==> src/design/addressable_led_pulse_decoder_top_defines.svh <==
// Assertion macros for the addressable LED pulse decoder.
// Used by the top level only; no other dependencies.
`ifndef ADDRESSABLE_LED_PULSE_DECODER_TOP_DEFINES_SVH
`define ADDRESSABLE_LED_PULSE_DECODER_TOP_DEFINES_SVH

// Same-cycle implication, held off during reset
`define ALED_ASSERT_SAME(lbl, clk, rst, ante, cons, msg) \
   lbl: assert property (@(posedge clk) disable iff (rst) (ante) |-> (cons)) \
      else $error(msg);

// Next-cycle implication, held off during reset
`define ALED_ASSERT_NEXT(lbl, clk, rst, ante, cons, msg) \
   lbl: assert property (@(posedge clk) disable iff (rst) (ante) |=> (cons)) \
      else $error(msg);

`endif

==> src/design/aled_pkg.sv <==
// Shared types and constants for the addressable LED pulse decoder.
// No dependencies; used by every module of the block except aled_fifo.
`timescale 1ns / 1ps

package aled_pkg;

   // LED store size and field widths
   localparam int MAX_LEDS = 1024;
   localparam int CNT_W    = 11;
   localparam int IDX_W    = 10;
   localparam int T_W      = 32;

   // Pulse timing thresholds in picoseconds
   localparam logic [T_W-1:0] T_FRAME_RESET  = 32'd50_000_000;
   localparam logic [T_W-1:0] T_LOW_MIN      = 32'd400_000;
   localparam logic [T_W-1:0] T_LOW_MAX      = 32'd951_000;
   localparam logic [T_W-1:0] T_LOW_ONE_MAX  = 32'd751_000;
   localparam logic [T_W-1:0] T_LOW_ZERO_MIN = 32'd649_000;
   localparam logic [T_W-1:0] T_HIGH_MIN     = 32'd199_000;
   localparam logic [T_W-1:0] T_HIGH_MAX     = 32'd851_000;
   localparam logic [T_W-1:0] T_HIGH_LONG    = 32'd500_000;

   // Byte slots within one colour, in order of arrival
   localparam logic [1:0] BYTE_GREEN = 2'd0;
   localparam logic [1:0] BYTE_RED   = 2'd1;
   localparam logic [1:0] BYTE_BLUE  = 2'd2;

   // Classified edge, as queued between front and back
   typedef struct packed {
      logic rising;
      logic frame_reset;
      logic low_ok;
      logic low_one;
      logic low_zero;
      logic high_ok;
      logic high_long;
   } edge_class_type;

endpackage

==> src/design/aled_if.sv <==
// Channel interfaces of the addressable LED pulse decoder: edge words,
// result words and the configuration write. Depends on aled_pkg.
`timescale 1ns / 1ps

interface aled_req_if;
   logic                        valid;
   logic                        ready;
   logic                        edge_rising;
   logic [aled_pkg::T_W-1:0]    interval_ps;

   modport source (output valid, output edge_rising, output interval_ps, input ready);
   modport sink   (input valid, input edge_rising, input interval_ps, output ready);
endinterface

interface aled_rsp_if;
   logic                        valid;
   logic                        ready;
   logic                        out_drive;
   logic                        out_level;
   logic                        led_write;
   logic [aled_pkg::IDX_W-1:0]  led_index;
   logic [7:0]                  red;
   logic [7:0]                  green;
   logic [7:0]                  blue;

   modport source (output valid, output out_drive, output out_level, output led_write,
                   output led_index, output red, output green, output blue, input ready);
   modport sink   (input valid, input out_drive, input out_level, input led_write,
                   input led_index, input red, input green, input blue, output ready);
endinterface

interface aled_csr_if;
   logic                        valid;
   logic                        ready;
   logic [aled_pkg::CNT_W-1:0]  data;

   modport source (output valid, output data, input ready);
   modport sink   (input valid, input data, output ready);
endinterface

==> src/design/addressable_led_pulse_decoder_top.sv <==
// Top level of the addressable LED pulse decoder: front, queue, back and
// the LED count register. Depends on aled_pkg, the channel interfaces,
// aled_front, aled_fifo, aled_back and the assertion macro header.
//
//   channel   direction   handshake      carries
//   req_ch    in          valid/ready    edge_rising, interval_ps
//   rsp_ch    out         valid/ready    out_drive .. blue, one word per edge
//   csr_ch    in          valid/ready    led_count (always ready)
//
// One edge word per clock sustained when nothing stalls; a word passes from
// req_ch to rsp_ch through the queue, then the result register.
// The front stalls only when the QUEUE_DEPTH-entry queue is full; the back
// stalls only while the result register is held by rsp_ch.
// Reset is synchronous; the block accepts edges in the cycle after reset.
// Colour words leave on rsp_ch for storage outside the block.
`timescale 1ns / 1ps
`include "addressable_led_pulse_decoder_top_defines.svh"

module addressable_led_pulse_decoder_top #(
   parameter int QUEUE_DEPTH = 4
) (
   input  logic     clock,
   input  logic     reset,
   aled_req_if.sink   req_ch,
   aled_rsp_if.source rsp_ch,
   aled_csr_if.sink   csr_ch
);

   localparam int CLASS_W = $bits(aled_pkg::edge_class_type);

   logic [aled_pkg::CNT_W-1:0] led_count_ff;
   logic                       push_valid;
   logic                       queue_full;
   logic                       queue_pop;
   logic                       queue_valid;
   aled_pkg::edge_class_type   push_data;
   aled_pkg::edge_class_type   queue_data;

   // Take configuration writes at once
   assign csr_ch.ready = 1'b1;

   always_ff @(posedge clock) begin
      if (reset) begin
         led_count_ff <= aled_pkg::CNT_W'(1);
      end else if (csr_ch.valid) begin
         led_count_ff <= csr_ch.data;
      end
   end

   aled_front u_front (
      .req_ch     (req_ch),
      .queue_full (queue_full),
      .push_valid (push_valid),
      .push_data  (push_data)
   );

   aled_fifo #(
      .WIDTH (CLASS_W),
      .DEPTH (QUEUE_DEPTH)
   ) u_fifo (
      .clock     (clock),
      .reset     (reset),
      .push      (push_valid),
      .push_data (push_data),
      .full      (queue_full),
      .pop       (queue_pop),
      .pop_valid (queue_valid),
      .pop_data  (queue_data)
   );

   aled_back u_back (
      .clock       (clock),
      .reset       (reset),
      .queue_valid (queue_valid),
      .queue_data  (queue_data),
      .queue_pop   (queue_pop),
      .led_count   (led_count_ff),
      .rsp_ch      (rsp_ch)
   );

   // Pass-through and colour writes never coincide
   `ALED_ASSERT_SAME(a_drive_no_write, clock, reset, rsp_ch.valid && rsp_ch.out_drive, !rsp_ch.led_write, "pass-through and colour write in one word")

   // A driven level needs the drive flag
   `ALED_ASSERT_SAME(a_level_needs_drive, clock, reset, rsp_ch.valid && rsp_ch.out_level, rsp_ch.out_drive, "level set without drive")

   // A colour write lands below the configured count
   `ALED_ASSERT_SAME(a_write_in_range, clock, reset, rsp_ch.valid && rsp_ch.led_write, {1'b0, rsp_ch.led_index} < led_count_ff, "colour write beyond LED count")

   // An edge taken from the queue shows up in the result register next
   `ALED_ASSERT_NEXT(a_pop_gives_word, clock, reset, queue_pop, rsp_ch.valid, "taken edge gave no result word")

endmodule

==> src/design/aled_front.sv <==
// Front end: accepts edge words and classifies the interval against the
// pulse timing windows. Depends on aled_pkg and aled_req_if.
`timescale 1ns / 1ps

module aled_front (
   aled_req_if.sink                 req_ch,
   input  logic                     queue_full,
   output logic                     push_valid,
   output aled_pkg::edge_class_type push_data
);

   logic [aled_pkg::T_W-1:0] t;

   assign t = req_ch.interval_ps;

   // Accept whenever the queue has room
   assign req_ch.ready = !queue_full;
   assign push_valid   = req_ch.valid && !queue_full;

   // Compare the interval against every window at once
   always_comb begin
      push_data.rising      = req_ch.edge_rising;
      push_data.frame_reset = t > aled_pkg::T_FRAME_RESET;
      push_data.low_ok      = (t > aled_pkg::T_LOW_MIN) && (t < aled_pkg::T_LOW_MAX);
      push_data.low_one     = t < aled_pkg::T_LOW_ONE_MAX;
      push_data.low_zero    = t > aled_pkg::T_LOW_ZERO_MIN;
      push_data.high_ok     = (t > aled_pkg::T_HIGH_MIN) && (t < aled_pkg::T_HIGH_MAX);
      push_data.high_long   = t > aled_pkg::T_HIGH_LONG;
   end

endmodule

==> src/design/aled_fifo.sv <==
// Short queue of classified edges between front and back.
// Depends on nothing but its parameters.
`timescale 1ns / 1ps

module aled_fifo #(
   parameter int WIDTH = 7,
   parameter int DEPTH = 4
) (
   input  logic             clock,
   input  logic             reset,
   input  logic             push,
   input  logic [WIDTH-1:0] push_data,
   output logic             full,
   input  logic             pop,
   output logic             pop_valid,
   output logic [WIDTH-1:0] pop_data
);

   localparam int PTR_W = (DEPTH > 1) ? $clog2(DEPTH) : 1;
   localparam int CNT_W = $clog2(DEPTH + 1);

   logic [WIDTH-1:0] slot_ff [DEPTH];
   logic [PTR_W-1:0] wr_ptr_ff, wr_ptr_in;
   logic [PTR_W-1:0] rd_ptr_ff, rd_ptr_in;
   logic [CNT_W-1:0] count_ff, count_in;

   assign full      = count_ff == CNT_W'(DEPTH);
   assign pop_valid = count_ff != '0;
   assign pop_data  = slot_ff[rd_ptr_ff];

   // Advance pointers with wrap at the queue depth
   always_comb begin
      wr_ptr_in = wr_ptr_ff;
      rd_ptr_in = rd_ptr_ff;
      count_in  = count_ff;
      if (push) begin
         wr_ptr_in = (wr_ptr_ff == PTR_W'(DEPTH - 1)) ? '0 : wr_ptr_ff + 1'b1;
      end
      if (pop) begin
         rd_ptr_in = (rd_ptr_ff == PTR_W'(DEPTH - 1)) ? '0 : rd_ptr_ff + 1'b1;
      end
      if (push && !pop) begin
         count_in = count_ff + 1'b1;
      end else if (pop && !push) begin
         count_in = count_ff - 1'b1;
      end
   end

   always_ff @(posedge clock) begin
      if (reset) begin
         wr_ptr_ff <= '0;
         rd_ptr_ff <= '0;
         count_ff  <= '0;
      end else begin
         wr_ptr_ff <= wr_ptr_in;
         rd_ptr_ff <= rd_ptr_in;
         count_ff  <= count_in;
      end
   end

   // Hold queued words
   always_ff @(posedge clock) begin
      if (push) begin
         slot_ff[wr_ptr_ff] <= push_data;
      end
   end

endmodule

==> src/design/aled_back.sv <==
// Back end: decodes classified edges into bits, bytes and colour words,
// drives pass-through and holds the result register. Depends on aled_pkg
// and aled_rsp_if.
`timescale 1ns / 1ps

module aled_back (
   input  logic                       clock,
   input  logic                       reset,
   input  logic                       queue_valid,
   input  aled_pkg::edge_class_type   queue_data,
   output logic                       queue_pop,
   input  logic [aled_pkg::CNT_W-1:0] led_count,
   aled_rsp_if.source                 rsp_ch
);

   localparam logic [aled_pkg::CNT_W-1:0] MAX_CNT = aled_pkg::CNT_W'(aled_pkg::MAX_LEDS);

   // Decoder state
   logic [7:0]                 acc_ff, acc_in;
   logic [2:0]                 bit_pos_ff, bit_pos_in;
   logic [1:0]                 byte_idx_ff, byte_idx_in;
   logic [aled_pkg::CNT_W-1:0] led_cnt_ff, led_cnt_in;
   logic [7:0]                 first_ff, first_in;
   logic [7:0]                 second_ff, second_in;
   logic                       high_long_ff, high_long_in;
   logic                       save_rise_ff, save_rise_in;

   // Result register
   logic                       rsp_valid_ff, rsp_valid_in;
   logic                       drive_ff, level_ff, write_ff;
   logic [aled_pkg::IDX_W-1:0] index_ff;
   logic [7:0]                 red_ff, green_ff, blue_ff;

   // Per-edge decode
   logic                       drive, level, do_store, store_val, wr;
   logic [aled_pkg::IDX_W-1:0] wr_index;
   logic [7:0]                 wr_r, wr_g, wr_b;
   logic [7:0]                 acc_set;
   logic [aled_pkg::CNT_W-1:0] eff_count;
   logic                       passing;

   // Take the next edge when the result register is free or being emptied
   assign queue_pop = queue_valid && (!rsp_valid_ff || rsp_ch.ready);

   assign eff_count = (led_count > MAX_CNT) ? MAX_CNT : led_count;
   assign passing   = led_cnt_ff >= eff_count;

   // Decode one edge and work out the next state
   always_comb begin
      acc_in       = acc_ff;
      bit_pos_in   = bit_pos_ff;
      byte_idx_in  = byte_idx_ff;
      led_cnt_in   = led_cnt_ff;
      first_in     = first_ff;
      second_in    = second_ff;
      high_long_in = high_long_ff;
      save_rise_in = save_rise_ff;
      drive        = 1'b0;
      level        = 1'b0;
      do_store     = 1'b0;
      store_val    = 1'b0;
      wr           = 1'b0;
      wr_index     = '0;
      wr_r         = '0;
      wr_g         = '0;
      wr_b         = '0;
      acc_set      = acc_ff;

      if (queue_data.rising) begin
         if (queue_data.frame_reset) begin
            acc_in      = '0;
            bit_pos_in  = 3'd7;
            byte_idx_in = aled_pkg::BYTE_GREEN;
            led_cnt_in  = '0;
         end else if (queue_data.low_ok) begin
            if (passing) begin
               drive = 1'b1;
               level = 1'b1;
            end else if (save_rise_ff) begin
               if (high_long_ff) begin
                  do_store  = queue_data.low_one;
                  store_val = 1'b1;
               end else begin
                  do_store  = queue_data.low_zero;
                  store_val = 1'b0;
               end
            end
         end
         save_rise_in = 1'b1;
      end else begin
         if (passing) begin
            drive = 1'b1;
         end else if (queue_data.high_ok) begin
            high_long_in = queue_data.high_long;
            if (byte_idx_ff >= aled_pkg::BYTE_BLUE && bit_pos_ff == 3'd0) begin
               do_store     = 1'b1;
               store_val    = queue_data.high_long;
               save_rise_in = 1'b0;
            end
         end
      end

      // Shift a bit in, MSB first, and close bytes and colours
      if (do_store) begin
         acc_set[bit_pos_ff] = store_val;
         if (bit_pos_ff != 3'd0) begin
            bit_pos_in = bit_pos_ff - 3'd1;
            acc_in     = acc_set;
         end else begin
            bit_pos_in = 3'd7;
            acc_in     = '0;
            unique case (byte_idx_ff)
               aled_pkg::BYTE_GREEN: begin
                  first_in    = acc_set;
                  byte_idx_in = aled_pkg::BYTE_RED;
               end
               aled_pkg::BYTE_RED: begin
                  second_in   = acc_set;
                  byte_idx_in = aled_pkg::BYTE_BLUE;
               end
               default: begin
                  if (led_cnt_ff < MAX_CNT) begin
                     wr         = 1'b1;
                     wr_index   = led_cnt_ff[aled_pkg::IDX_W-1:0];
                     wr_r       = second_ff;
                     wr_g       = first_ff;
                     wr_b       = acc_set;
                     led_cnt_in = led_cnt_ff + 1'b1;
                  end
                  byte_idx_in = aled_pkg::BYTE_GREEN;
               end
            endcase
         end
      end
   end

   assign rsp_valid_in = queue_pop || (rsp_valid_ff && !rsp_ch.ready);

   // Advance decoder state on each taken edge
   always_ff @(posedge clock) begin
      if (reset) begin
         acc_ff       <= '0;
         bit_pos_ff   <= 3'd7;
         byte_idx_ff  <= aled_pkg::BYTE_GREEN;
         led_cnt_ff   <= '0;
         first_ff     <= '0;
         second_ff    <= '0;
         high_long_ff <= 1'b0;
         save_rise_ff <= 1'b1;
         rsp_valid_ff <= 1'b0;
      end else begin
         rsp_valid_ff <= rsp_valid_in;
         if (queue_pop) begin
            acc_ff       <= acc_in;
            bit_pos_ff   <= bit_pos_in;
            byte_idx_ff  <= byte_idx_in;
            led_cnt_ff   <= led_cnt_in;
            first_ff     <= first_in;
            second_ff    <= second_in;
            high_long_ff <= high_long_in;
            save_rise_ff <= save_rise_in;
         end
      end
   end

   // Load the result word
   always_ff @(posedge clock) begin
      if (queue_pop) begin
         drive_ff <= drive;
         level_ff <= drive && level;
         write_ff <= wr;
         index_ff <= wr_index;
         red_ff   <= wr_r;
         green_ff <= wr_g;
         blue_ff  <= wr_b;
      end
   end

   assign rsp_ch.valid     = rsp_valid_ff;
   assign rsp_ch.out_drive = drive_ff;
   assign rsp_ch.out_level = level_ff;
   assign rsp_ch.led_write = write_ff;
   assign rsp_ch.led_index = index_ff;
   assign rsp_ch.red       = red_ff;
   assign rsp_ch.green     = green_ff;
   assign rsp_ch.blue      = blue_ff;

endmodule

==> src/flat_wrapper.sv <==
// flat-port wrapper written by rule: the top's interface ports become plain ports
module addressable_led_pulse_decoder_top_flat 
#(
   parameter int QUEUE_DEPTH = 4
)
  (clock, reset, req_ch_valid, req_ch_edge_rising, req_ch_interval_ps, req_ch_ready, rsp_ch_valid, rsp_ch_out_drive, rsp_ch_out_level, rsp_ch_led_write, rsp_ch_led_index, rsp_ch_red, rsp_ch_green, rsp_ch_blue, rsp_ch_ready, csr_ch_valid, csr_ch_data, csr_ch_ready);
  aled_req_if req_ch_i ();
  aled_rsp_if rsp_ch_i ();
  aled_csr_if csr_ch_i ();
  input  logic clock;
  input  logic reset;
  input wire logic [$bits(req_ch_i.valid)-1:0] req_ch_valid;
  input wire logic [$bits(req_ch_i.edge_rising)-1:0] req_ch_edge_rising;
  input wire logic [$bits(req_ch_i.interval_ps)-1:0] req_ch_interval_ps;
  output wire logic [$bits(req_ch_i.ready)-1:0] req_ch_ready;
  output wire logic [$bits(rsp_ch_i.valid)-1:0] rsp_ch_valid;
  output wire logic [$bits(rsp_ch_i.out_drive)-1:0] rsp_ch_out_drive;
  output wire logic [$bits(rsp_ch_i.out_level)-1:0] rsp_ch_out_level;
  output wire logic [$bits(rsp_ch_i.led_write)-1:0] rsp_ch_led_write;
  output wire logic [$bits(rsp_ch_i.led_index)-1:0] rsp_ch_led_index;
  output wire logic [$bits(rsp_ch_i.red)-1:0] rsp_ch_red;
  output wire logic [$bits(rsp_ch_i.green)-1:0] rsp_ch_green;
  output wire logic [$bits(rsp_ch_i.blue)-1:0] rsp_ch_blue;
  input wire logic [$bits(rsp_ch_i.ready)-1:0] rsp_ch_ready;
  input wire logic [$bits(csr_ch_i.valid)-1:0] csr_ch_valid;
  input wire logic [$bits(csr_ch_i.data)-1:0] csr_ch_data;
  output wire logic [$bits(csr_ch_i.ready)-1:0] csr_ch_ready;
  assign req_ch_i.valid = req_ch_valid;
  assign req_ch_i.edge_rising = req_ch_edge_rising;
  assign req_ch_i.interval_ps = req_ch_interval_ps;
  assign req_ch_ready = req_ch_i.ready;
  assign rsp_ch_valid = rsp_ch_i.valid;
  assign rsp_ch_out_drive = rsp_ch_i.out_drive;
  assign rsp_ch_out_level = rsp_ch_i.out_level;
  assign rsp_ch_led_write = rsp_ch_i.led_write;
  assign rsp_ch_led_index = rsp_ch_i.led_index;
  assign rsp_ch_red = rsp_ch_i.red;
  assign rsp_ch_green = rsp_ch_i.green;
  assign rsp_ch_blue = rsp_ch_i.blue;
  assign rsp_ch_i.ready = rsp_ch_ready;
  assign csr_ch_i.valid = csr_ch_valid;
  assign csr_ch_i.data = csr_ch_data;
  assign csr_ch_ready = csr_ch_i.ready;
  addressable_led_pulse_decoder_top #(.QUEUE_DEPTH(QUEUE_DEPTH)) u_core (.clock(clock), .reset(reset), .req_ch(req_ch_i), .rsp_ch(rsp_ch_i), .csr_ch(csr_ch_i));
endmodule
==> config.mk <==
export PLATFORM = sky130hd
export DESIGN_NAME = addressable_led_pulse_decoder_top_flat
export DESIGN_NICKNAME = d
export VERILOG_FILES = /design/src/design/aled_pkg.sv /design/src/design/aled_if.sv /design/src/design/addressable_led_pulse_decoder_top.sv /design/src/design/aled_front.sv /design/src/design/aled_fifo.sv /design/src/design/aled_back.sv /design/src/flat_wrapper.sv
export VERILOG_INCLUDE_DIRS = /design/src /design/src/design
export SDC_FILE = /design/constraint.sdc
export NUM_CORES = 1
export LEC_CHECK = 0
export ABC_CLOCK_PERIOD_IN_PS = 8100
export BUFFER_PORTS_ARGS = -buffer_cell sky130_fd_sc_hd__buf_4
export CAP_MARGIN = 20
export CORE_ASPECT_RATIO = 0.7
export CORE_MARGIN = 5
export CORE_UTILIZATION = 50
export DETAILED_ROUTE_END_ITERATION = 10
export GPL_TIMING_DRIVEN = 0
export PLACE_DENSITY = 0.8
export SYNTH_ARGS = -nofsm -noshare
export SYNTH_HDL_FRONTEND = slang
export SYNTH_HIERARCHICAL = 1
export SYNTH_SLANG_ARGS = --single-unit
==> constraint.sdc <==
create_clock -name clock -period 8.1 [get_ports clock]
set_input_delay 0.81 -clock clock [delete_from_list [all_inputs] [get_ports clock]]
set_output_delay 0.81 -clock clock [all_outputs]
set_load 0.005 [all_outputs]
==> summary.txt <==
Critical path
  – R2R Path End: u_core/u_fifo/count_ff[2]$_SDFFE_PP0P_
  – Crit path max fanout: 47
  – Critical path type: reg2reg
  – Register-to-Register Path Depth: 11
  – End of the critical path: u_core/u_fifo/count_ff[2]$_SDFFE_PP0P_
  – Reg2reg start: u_core/u_fifo/count_ff[1]$_SDFFE_PP0P_
  – R2R Setup Slk: 4.64 ns
  – Data required, critical path: 8.44 ns
  – Critical Path End Type: register
  – Setup crit start: u_core/u_fifo/count_ff[1]$_SDFFE_PP0P_
  – Crit path DAT: 3.80 ns
  – Crit path launch type: register

Yosys
  – Cell accounting for the most synthesized area: edfxtp_1
  – Post-Syn Nets: 657
  – #FFs+latches synth: 128
  – Synth area leaders: edfxtp_1 (31%), dfxtp_1 (20%), ha_1 (3.9%)
  – Yosys warns: 6
  – Register area share after synthesis: 0.5036
  – EDFF count, synth: 65
  – Synth top area share: 0.3059
  – Syn Area/Cell: 10.87 um2
  – Most common cell in the netlist: nor2_1
  – Mapped Area: 0.006380 mm2
  – Synthesized instance count: 587
  – Post-synth top cells: nor2_1 (66), edfxtp_1 (65), dfxtp_1 (63)
  – Post-synth top flop: edfxtp_1
  – Async SR Flop Fraction: 0
  – Distinct cells, synth: 78

CTS
  – CTS tree: built
  – Clock Sinks: 128
  – Hold Buf Count CTS: 0
  – Longest Clk Path Bufs: 2
  – CTS Buf Count: 17
  – Post-CTS Setup Inserts: 0
  – Post-CTS resize count: 0
  – H-tree lvl count: 4
  – Latest clock arrival within the worst-skew pair: 0.42 ns
  – Clock-pin slew on the worst setup and hold paths: 0.06 ns
  – Root Driver: clkbuf_16

Place
  – Dpl hpwl: 11170 um
  – DP Area: 0.007169 mm2
  – Routability cong.: 0.8787
  – Place WS: 4.404 ns
  – IO Port Bufs: 78

Job
  – Max Cap Viol: 0

Cells and area
  – Share of layout cells above drive strength 1: 0.2281
  – Nets: 754
  – Ant. Diodes: 0
  – Final instance area: 0.007765 mm2
  – Fillers: 980
  – Sequential Area: 0.003213 mm2
  – Multi-input gate area: 0.002840 mm2
  – Core Util, Final: 0.6230
  – Layout area overhead: 21.71%

Worst hold path
  – Hold WC Path Type: reg2reg

Routing
  – Detailed-route DRC error count: 0
  – First-pass DRT Iterations: 5
  – DRT Wirelength: 15600 um
  – Via density: 5.950
  – Final ANT Viol Nets: 0
  – Post-DR wirelength/cell: 18.16 um
  – DR vias: 5111
  – Drt first-iter violations: 499

Floorplanning
  – IO Count: 89
  – Die width: 145.0 um
  – Die area: 0.01516 mm2
  – Core area: 0.01246 mm2
  – Starting density of the core: 0.5118
  – # rows: 34
  – Height of the chip: 104.5 um

Global routing
  – Total grt overflow: 0
  – Grt met1 use: 0.2814
  – First-pass GRT wire length: 25190 um
  – Vias in the first global route: 4967
  – Met3 GRT Util: 0.05183
  – Met2 Use GR: 0.3171
  – Initial antenna violation count: 0
  – Tot GR Track Use: 0.2053
  – Top Usage Layer GRT: met2
  – Largest net degree at the start of global routing: 48

Timing
  – Final setup fails: 0
  – Tmin final: 3.460 ns
  – Final hold vios: 0
  – RSZ-0062 raised after global routing: false
  – Slew Limit Fails: 0
  – Final period util: 0.4272
  – Least-Margin Pin Slew: 0.7936 ns
  – Fmax: 289.0 MHz
  – Slew headroom: 0.4661
  – Total negative setup slack: 0 ns
  – Clock Skew: 0.01139 ns
  – Worst Setup Slack, final: 4.640 ns

Power
  – VDD IR max: 0.1751 mV
  – Leak: 0.002970 uW
  – P per Cell Area: 277.3 mW/mm2

Run status
  – Outcome: finished clean
[metal layers]
| layer | routed length, um | vias to the layer above |
|---|---|---|
| li1 | - | 2386 |
| met1 | 6868 | 2467 |
| met2 | 7173 | 237 |
| met3 | 1333 | 21 |
| met4 | 222 | 0 |
| met5 | 0 | - |
[final cells by class]
class,instances,area share
Buffer,32,0.02997
Clock buffer,17,0.05479
Clock inverter,15,0.02191
Timing Repair Buffer,78,0.07541
Multi-Input combinational cell,402,0.3658
Inverter,25,0.01225
Tap cell,162,0.02610
Sequential cell,128,0.4138
[worst min-delay path by stage]
stage                                                  startpoint                                       to  slack (ns)  cells after the start
after detailed placement  u_core/u_back/save_rise_ff$_SDFFE_PP1P_  u_core/u_back/save_rise_ff$_SDFFE_PP1P_        0.48                      1
final                        u_core/u_back/acc_ff[3]$_SDFFE_PP0P_     u_core/u_back/acc_ff[3]$_SDFFE_PP0P_        0.49                      1
after global placement    u_core/u_back/save_rise_ff$_SDFFE_PP1P_  u_core/u_back/save_rise_ff$_SDFFE_PP1P_        0.46                      1
after CTS                 u_core/u_back/save_rise_ff$_SDFFE_PP1P_  u_core/u_back/save_rise_ff$_SDFFE_PP1P_        0.49                      1
after global routing       u_core/u_back/first_ff[5]$_SDFFE_PP0P_   u_core/u_back/first_ff[5]$_SDFFE_PP0P_        0.52                      2
after floorplan           u_core/u_back/save_rise_ff$_SDFFE_PP1P_  u_core/u_back/save_rise_ff$_SDFFE_PP1P_        0.45                      1
[critical path: stages, from the launching register on]
cell	delay (ns)
dfxtp_1	0.35
or3_1	0.44
nand2b_1	0.09
buf_2	0.23
clkinv_2	0.65
inv_1	0.28
ha_1	0.24
inv_1	0.08
fa_1	0.38
xor2_1	0.18
or3_1	0.31
a21oi_1	0.17
[power by group]
part / total, uW / leakage [uW] / switching, uW / internal [uW]
Sequential: 869 / 0.00113 / 43.5 / 826
Combinational: 513 / 0.00155 / 283 / 230
Clock: 771 / 0.000290 / 309 / 462
Total: 2150 / 0.00297 / 636 / 1520
[placed cells by master, fill, tap and decap left out, drive strengths merged, types with 8 or more instances in the layout]
master   n
a211oi  22
a21o     8
a21oi   17
a31oi    8
and2    27
buf     99
clkbuf  28
dfxtp   63
edfxtp  65
ha      20
inv     31
mux2i   18
nand2   35
nand2b   8
nand3   18
nand4   11
nor2    66
nor3    16
nor3b    9
nor4    11
o21ai   17
[flip-flops by register name, summed over array words and instances, names as in the netlist, 10 cells and up, named ones only]
| signal | cells |
|---|---|
| u_core/u_fifo/slot_ff | 28 |
| u_core/led_count_ff | 11 |
| u_core/u_back/led_cnt_ff | 11 |
| u_core/u_back/rsp_ch.led_index | 10 |
[through the flow]
step / power, uW / cells / hold slack (ns)
2_1_floorplan: 1154 / 587 / 0.4482
3_3_place_gp: 1375 / 827 / 0.4649
3_5_place_dp: 1391 / 827 / 0.4750
4_1_cts: 2167 / 859 / 0.4923
5_1_grt: 2251 / 859 / 0.5180
6_report: 2153 / 859 / 0.4939
[logic make-up (layout without fill, tap and decap cells)]
kind of cell | after synthesis | count (layout) | share of synthesized area
compound gates | 114 | 114 | 0.1400
xor+xnor | 2 | 2 | 0.002746
fa+ha+maj | 21 | 21 | 0.04236
buf+inv | 57 | 167 | 0.05119
flops | 128 | 128 | 0.5036
mux | 29 | 29 | 0.06001
other cells | 1 | 1 | 0.0005878
simple gates | 235 | 235 | 0.1995
(Power assumes the default switching activity.)
